$ cat config.mk
export PLATFORM = sky130hd
export DESIGN_NAME = binomial_coefficient_unit_flat
export DESIGN_NICKNAME = d
export VERILOG_FILES = /design/src/hw/rtl/bcu_pkg.sv /design/src/hw/rtl/bcu_if.sv /design/src/hw/rtl/bcu_front.sv /design/src/hw/rtl/bcu_engine.sv /design/src/hw/rtl/binomial_coefficient_unit.sv /design/src/flat_wrapper.sv
export SDC_FILE = /design/constraint.sdc
export NUM_CORES = 2
export LEC_CHECK = 0
export BUFFER_PORTS_ARGS = -buffer_cell sky130_fd_sc_hd__buf_2
export CORE_MARGIN = 3
export CORE_UTILIZATION = 50
export CTS_CLUSTER_DIAMETER = 120
export CTS_CLUSTER_SIZE = 20
export DETAILED_ROUTE_END_ITERATION = 7
export GPL_TIMING_DRIVEN = 0
export MAX_ROUTING_LAYER = met4
export PLACE_DENSITY = 0.66
export SLEW_MARGIN = 20
export SYNTH_ARGS = -nofsm -noshare
export SYNTH_HDL_FRONTEND = slang
export SYNTH_HIERARCHICAL = 1
export SYNTH_SLANG_ARGS = --single-unit
$ cat constraint.sdc
create_clock -name clk -period 20.3 [get_ports clk]
set_input_delay 2.03 -clock clk [delete_from_list [all_inputs] [get_ports clk]]
set_output_delay 2.03 -clock clk [all_outputs]
set_load 0.03 [all_outputs]
$ cat src/hw/rtl/bcu_pkg.sv
`default_nettype none
package bcu_pkg;
    localparam int NW = 8;
    localparam int CW = 64;

    typedef struct packed {
        logic [NW-1:0] n;
        logic [NW-1:0] k;
        logic          trivial;
        logic [CW-1:0] trivial_val;
    } job_t;

    typedef enum logic [2:0] {
        ST_IDLE,
        ST_MUL,
        ST_DIV,
        ST_NEXT,
        ST_DONE
    } eng_state_t;
endpackage
`default_nettype wire

$ cat src/hw/rtl/bcu_if.sv
`default_nettype none
interface bcu_in_if;
    logic       valid;
    logic       ready;
    logic [7:0] n_value;
    logic [7:0] k_value;
    modport source (output valid, output n_value, output k_value, input ready);
    modport sink (input valid, input n_value, input k_value, output ready);
endinterface

interface bcu_out_if;
    logic        valid;
    logic        ready;
    logic [63:0] coefficient;
    logic        overflow;
    modport source (output valid, output coefficient, output overflow, input ready);
    modport sink (input valid, input coefficient, input overflow, output ready);
endinterface
`default_nettype wire

$ cat src/hw/rtl/bcu_front.sv
`default_nettype none
module bcu_front #(
    parameter int MAX_N = 255
) (
    input  wire logic      clk,
    input  wire logic      rst_n,
    bcu_in_if.sink         in_ch,
    output bcu_pkg::job_t  job,
    output logic           job_valid,
    input  wire logic      job_ready
);
    bcu_pkg::job_t slot_reg [2];
    logic [1:0] cnt_reg;
    logic       wp_reg;
    logic       rp_reg;
    logic [7:0] n_sat;
    logic [7:0] k_min;
    logic [7:0] nk;
    bcu_pkg::job_t cls;
    logic push;
    logic pop;

    always_comb
    begin
        n_sat = (in_ch.n_value > 8'(MAX_N)) ? 8'(MAX_N) : in_ch.n_value;
        nk    = n_sat - in_ch.k_value;
        k_min = (in_ch.k_value > nk) ? nk : in_ch.k_value;
        cls.n = n_sat;
        cls.k = k_min;
        cls.trivial = 1'b0;
        cls.trivial_val = 64'd0;
        if (in_ch.k_value > n_sat)
        begin
            cls.trivial = 1'b1;
        end
        else if (k_min == 8'd0)
        begin
            cls.trivial = 1'b1;
            cls.trivial_val = 64'd1;
        end
    end

    assign in_ch.ready = (cnt_reg != 2'd2);
    assign push = in_ch.valid && in_ch.ready;
    assign job_valid = (cnt_reg != 2'd0);
    assign pop = job_valid && job_ready;
    assign job = slot_reg[rp_reg];

    always_ff @(posedge clk)
    begin
        if (push)
        begin
            slot_reg[wp_reg] <= cls;
        end
    end

    always_ff @(posedge clk or negedge rst_n)
    begin
        if (!rst_n)
        begin
            cnt_reg <= 2'd0;
            wp_reg  <= 1'b0;
            rp_reg  <= 1'b0;
        end
        else
        begin
            if (push)
            begin
                wp_reg <= ~wp_reg;
            end
            if (pop)
            begin
                rp_reg <= ~rp_reg;
            end
            cnt_reg <= cnt_reg + 2'(push) - 2'(pop);
        end
    end
endmodule
`default_nettype wire

$ cat src/hw/rtl/bcu_engine.sv
`default_nettype none
module bcu_engine (
    input  wire logic          clk,
    input  wire logic          rst_n,
    input  wire bcu_pkg::job_t job,
    input  wire logic          job_valid,
    output logic               job_ready,
    bcu_out_if.source          out_ch
);
    bcu_pkg::eng_state_t state_reg, state_next;
    logic [7:0]  n_reg, n_next;
    logic [7:0]  k_reg, k_next;
    logic [7:0]  i_reg, i_next;
    logic [63:0] r_reg, r_next;
    logic [71:0] p_reg, p_next;
    logic [8:0]  rem_reg, rem_next;
    logic [6:0]  bit_reg, bit_next;
    logic [63:0] res_reg, res_next;
    logic        ovf_reg, ovf_next;
    logic        ovp_reg, ovp_next;
    logic        ov_reg, ov_next;
    logic [8:0]  d;
    logic [9:0]  trial;
    logic [9:0]  diff;

    assign d = {1'b0, i_reg} + 9'd1;
    assign trial = {rem_reg, p_reg[bit_reg]};
    assign diff = trial - {1'b0, d};
    assign out_ch.valid = ov_reg;
    assign out_ch.coefficient = res_reg;
    assign out_ch.overflow = ovf_reg;

    always_comb
    begin
        state_next = state_reg;
        n_next = n_reg;
        k_next = k_reg;
        i_next = i_reg;
        r_next = r_reg;
        p_next = p_reg;
        rem_next = rem_reg;
        bit_next = bit_reg;
        res_next = res_reg;
        ovf_next = ovf_reg;
        ovp_next = ovp_reg;
        ov_next = ov_reg;
        job_ready = 1'b0;
        if (ov_reg && out_ch.ready)
        begin
            ov_next = 1'b0;
        end
        case (state_reg)
            bcu_pkg::ST_IDLE:
            begin
                job_ready = 1'b1;
                if (job_valid)
                begin
                    ovp_next = 1'b0;
                    if (job.trivial)
                    begin
                        r_next = job.trivial_val;
                        state_next = bcu_pkg::ST_DONE;
                    end
                    else
                    begin
                        n_next = job.n;
                        k_next = job.k;
                        i_next = 8'd0;
                        r_next = 64'd1;
                        state_next = bcu_pkg::ST_MUL;
                    end
                end
            end
            bcu_pkg::ST_MUL:
            begin
                p_next = 72'(r_reg) * 72'(n_reg - i_reg);
                rem_next = 9'd0;
                bit_next = 7'd71;
                state_next = bcu_pkg::ST_DIV;
            end
            bcu_pkg::ST_DIV:
            begin
                if (!diff[9])
                begin
                    rem_next = diff[8:0];
                    p_next[bit_reg] = 1'b1;
                end
                else
                begin
                    rem_next = trial[8:0];
                    p_next[bit_reg] = 1'b0;
                end
                if (bit_reg == 7'd0)
                begin
                    state_next = bcu_pkg::ST_NEXT;
                end
                else
                begin
                    bit_next = bit_reg - 7'd1;
                end
            end
            bcu_pkg::ST_NEXT:
            begin
                if (p_reg[71:64] != 8'd0)
                begin
                    r_next = '1;
                    ovp_next = 1'b1;
                    state_next = bcu_pkg::ST_DONE;
                end
                else if (i_reg + 8'd1 == k_reg)
                begin
                    r_next = p_reg[63:0];
                    state_next = bcu_pkg::ST_DONE;
                end
                else
                begin
                    r_next = p_reg[63:0];
                    i_next = i_reg + 8'd1;
                    state_next = bcu_pkg::ST_MUL;
                end
            end
            bcu_pkg::ST_DONE:
            begin
                if (!ov_reg || out_ch.ready)
                begin
                    res_next = r_reg;
                    ovf_next = ovp_reg;
                    ov_next = 1'b1;
                    state_next = bcu_pkg::ST_IDLE;
                end
            end
            default:
            begin
                state_next = bcu_pkg::ST_IDLE;
            end
        endcase
    end

    always_ff @(posedge clk)
    begin
        n_reg <= n_next;
        k_reg <= k_next;
        i_reg <= i_next;
        r_reg <= r_next;
        p_reg <= p_next;
        rem_reg <= rem_next;
        bit_reg <= bit_next;
        res_reg <= res_next;
        ovf_reg <= ovf_next;
        ovp_reg <= ovp_next;
    end

    always_ff @(posedge clk or negedge rst_n)
    begin
        if (!rst_n)
        begin
            state_reg <= bcu_pkg::ST_IDLE;
            ov_reg <= 1'b0;
        end
        else
        begin
            state_reg <= state_next;
            ov_reg <= ov_next;
        end
    end
endmodule
`default_nettype wire

$ cat src/hw/rtl/binomial_coefficient_unit.sv
`default_nettype none
// Binomial coefficient C(n,k) with 64-bit saturation. n above MAX_N is clamped;
// k > n gives 0 and k of 0 or n gives 1 without the engine loop. Otherwise k' = min(k,n-k)
// steps of r = r*(n-i)/(i+1) run on one shared multiplier and a restoring divider
// that retires one quotient bit per cycle; each step runs the MUL, DIV and NEXT
// states in turn. A two-entry queue between the classifier and the engine takes
// new items while one is computed; a result that exceeds 64 bits reads all ones
// with overflow set.
module binomial_coefficient_unit #(
    parameter int MAX_N = 255
) (
    input wire logic  clk,
    input wire logic  rst_n,
    bcu_in_if.sink    in_ch,
    bcu_out_if.source out_ch
);
    bcu_pkg::job_t job;
    logic job_valid;
    logic job_ready;

    bcu_front #(.MAX_N(MAX_N)) u_front (
        .clk(clk), .rst_n(rst_n), .in_ch(in_ch),
        .job(job), .job_valid(job_valid), .job_ready(job_ready)
    );

    bcu_engine u_engine (
        .clk(clk), .rst_n(rst_n), .job(job), .job_valid(job_valid),
        .job_ready(job_ready), .out_ch(out_ch)
    );
endmodule
`default_nettype wire

$ cat src/flat_wrapper.sv
// flat-port wrapper written by rule: the top's interface ports become plain ports
module binomial_coefficient_unit_flat 
#(
    parameter int MAX_N = 255
)
  (clk, rst_n, in_ch_valid, in_ch_n_value, in_ch_k_value, in_ch_ready, out_ch_valid, out_ch_coefficient, out_ch_overflow, out_ch_ready);
  bcu_in_if in_ch_i ();
  bcu_out_if out_ch_i ();
  input wire logic clk;
  input wire logic rst_n;
  input wire logic [$bits(in_ch_i.valid)-1:0] in_ch_valid;
  input wire logic [$bits(in_ch_i.n_value)-1:0] in_ch_n_value;
  input wire logic [$bits(in_ch_i.k_value)-1:0] in_ch_k_value;
  output wire logic [$bits(in_ch_i.ready)-1:0] in_ch_ready;
  output wire logic [$bits(out_ch_i.valid)-1:0] out_ch_valid;
  output wire logic [$bits(out_ch_i.coefficient)-1:0] out_ch_coefficient;
  output wire logic [$bits(out_ch_i.overflow)-1:0] out_ch_overflow;
  input wire logic [$bits(out_ch_i.ready)-1:0] out_ch_ready;
  assign in_ch_i.valid = in_ch_valid;
  assign in_ch_i.n_value = in_ch_n_value;
  assign in_ch_i.k_value = in_ch_k_value;
  assign in_ch_ready = in_ch_i.ready;
  assign out_ch_valid = out_ch_i.valid;
  assign out_ch_coefficient = out_ch_i.coefficient;
  assign out_ch_overflow = out_ch_i.overflow;
  assign out_ch_i.ready = out_ch_ready;
  binomial_coefficient_unit #(.MAX_N(MAX_N)) u_core (.clk(clk), .rst_n(rst_n), .in_ch(in_ch_i), .out_ch(out_ch_i));
endmodule
==> reports/metrics.yaml <==
logic_synthesis:
  synth_top_area_share_pct: 27.32
  synth.largest_area_cell: "fa_1"
  synth_cell_types: 80
  synth_common_cells: "fa_1 (438), and2_1 (310), edfxtp_1 (278)"
  seq_area_frac_synth_pct: 26.63
  avgSynthCellArea_um2: 10.23
  synth.area.top_cells: "fa_1 (27%), edfxtp_1 (26%), ha_1 (7.6%)"
  yosysMostFrequentCell: "fa_1"
  ys.flop_type: "edfxtp_1"
  yosysWarnings: 6
  syn_inst: 3137
  synth_seq_cells: 286
  syn_area_mm2: 0.03210
  synth_edf_count: 278
  postSynth.asyncResetShare_pct: 2.797
global_route:
  grt_first_pass_wirelength_mm: 154.8
  grt_max_degree: 50
  antenna_found_initial: 7
  grt_pass1_vias: 25500
  grt.overflow.total: 0
  track_usage_pct: 31.26
floorplan:
  num_rows: 92
  die_h_um: 259.4
  ioPinCount: 87
  start_util_pct: 50.70
  fp.dieW_um: 259.4
  core_area_mm2: 0.06331
  die-area_mm2: 0.06727
finish:
  fill_cells: 5632
  final_util_pct: 54.61
  drive_above_1_share_pct: 8.063
  final_nets: 3963
  area_growth_pct: 7.719
clock_network:
  cts_max_path_buffers: 3
  hold_buffers: 0
  clk_pin_slew_worst_paths_ps: 100
  cts_resized: 0
  insertion_delay_ps: 590
  clkSinkCount: 286
  htree_levels: 1
  cts_setup_buffers: 0
  cts_tree: "built"
  cts_buffers: 20
  cts-root-buf: "clkbuf_16"
routing:
  vias_per_cell: 5.884
  vias: 24570
  drc: 0
  initialDrtViolationCount: 2768
  wl_mm: 100.3
  post_drt_wl_per_cell_um: 24.03
  firstDrtPassIters: 5
  ant_nets: 0
sta:
  fin_crit_ps: 10540
  rsz0062_at_grt: "no"
  worst_slew_pin_slew_ps: 1205
  setup_viol: 0
  finClkSkew_ps: 53.91
  hold_viol_final: 0
  drv_slew: 0
  relSlewSlack_pct: 19.69
  setup_ws_ps: 9755
  max_freq_ghz: 0.09484
  tns_ps: 0
  fin_crit_sh_pct: 51.94
  hold-worst-slack_ps: 502.8
place:
  place.gp.congestion: 0.9886
  io_buffers: 86
  dp_hpwl_mm: 78.63
  dp_slack_ps: 9954
worst_setup_path:
  slowest_stage: "a31oi_1"
  cp_common_cell: "fa_1"
  critPathKind: "reg -> reg"
  crit_fanout: 10
  critPathMaxStageDelay_ps: 940
  crit_required_ps: 20590
  crit_path_start_kind: "flop"
  cp.arrival_ps: 10830
  cp-end-kind: "flop"
job:
  cap_violations: 0
status:
  outcome: "finished clean"
worst_hold_path:
  hold_path.class: "reg -> reg"
[area by class of cell]
class                      count  area [um^2]  share of cell area, %
multi-input combinational   2440        21790                  63.03
sequential                   286         8548                  24.72
buffer                       229         1129                  3.264
tap                          846         1059                  3.062
inverter                     244        915.9                  2.649
clock buffer                  28        530.5                  1.534
timing repair buffer          90        500.5                  1.448
clock inverter                 7        85.08                 0.2461
antenna                        6        15.01                0.04343
[per-layer routing]
layer / vias up / track usage [%] / part of all wire, %
met5: - / - / 0
met4: 0 / 12.10 / 4.5
met3: 203 / 4.448 / 8.5
met2: 1152 / 48.37 / 46
met1: 12440 / 42.01 / 41
li1: 10780 / - / -
[logic make-up (layout without fill, tap and decap cells)]
family / count (synthesis) / in the layout / share of synthesized area (%)
flops: 286 / 286 / 26.63
mux: 52 / 52 / 2.031
buf+inv: 473 / 598 / 6.347
compound gates: 529 / 529 / 9.933
xor+xnor: 106 / 106 / 2.893
simple gates: 1058 / 1058 / 17.27
fa+ha+maj: 632 / 632 / 34.88
other cells: 1 / 69 / 0.01168
[metrics by stage]
step / cells / area (um^2)
after detailed placement: 4135 / 33940
after global placement: 4131 / 33820
after CTS: 4170 / 34560
after global routing: 4171 / 34560
after floorplan: 3199 / 32330
final: 4176 / 34570
[cell usage in the layout (no fill, tap or decap), types with 36 or more instances in the layout]
| cell type | synthesis | routed |
|---|---|---|
| nor3_1 | 79 | 79 |
| xnor2_1 | 63 | 60 |
| xor2_1 | 43 | 42 |
| fa_1 | 438 | 438 |
| ha_1 | 194 | 194 |
| buf_4 | 63 | 63 |
| and2_1 | 310 | 310 |
| clkbuf_1 | 144 | 146 |
| o21ai_0 | 141 | 139 |
| a21oi_1 | 175 | 175 |
| nor2_1 | 202 | 200 |
| edfxtp_1 | 278 | 278 |
| conb_1 | 1 | 63 |
| buf_2 | 14 | 100 |
| o22ai_1 | 62 | 62 |
| inv_1 | 244 | 244 |
| nand2b_1 | 140 | 140 |
| nand2_1 | 191 | 190 |
| a21o_1 | 36 | 36 |
[path summary, 6_finish.rpt]
| kind | start | to | slack [ps] | depth (start not counted) |
|---|---|---|---|---|
| worst max-delay path | u_core/u_engine/i_reg[0] | flop | 9760 | 29 |
| worst max register to register | u_core/u_engine/i_reg[0] | flop | 9760 | 29 |
| max in group asynchronous | rst_n | u_core/u_front/rp_reg | 18810 | 1 |
| min in group asynchronous | rst_n | u_core/u_engine/state_reg[1] | 1280 | 1 |
| worst min register to register | u_core/u_front/cnt_reg[1] | u_core/u_front/cnt_reg[1] | 500 | 1 |
| worst min-delay path | u_core/u_front/cnt_reg[1] | u_core/u_front/cnt_reg[1] | 500 | 1 |
[critical path, delay by kind of cell, from the launching register on]
family | cells | cell delay (ps)
buf+inv | 4 | 780
simple gates | 4 | 730
xor+xnor | 2 | 960
flops | 1 | 560
fa+ha+maj | 8 | 3750
compound gates | 11 | 3440
Power is left out: the tool's default activity adds up to more than one toggle a clock period on the data nets, which glitch-free logic cannot reach.
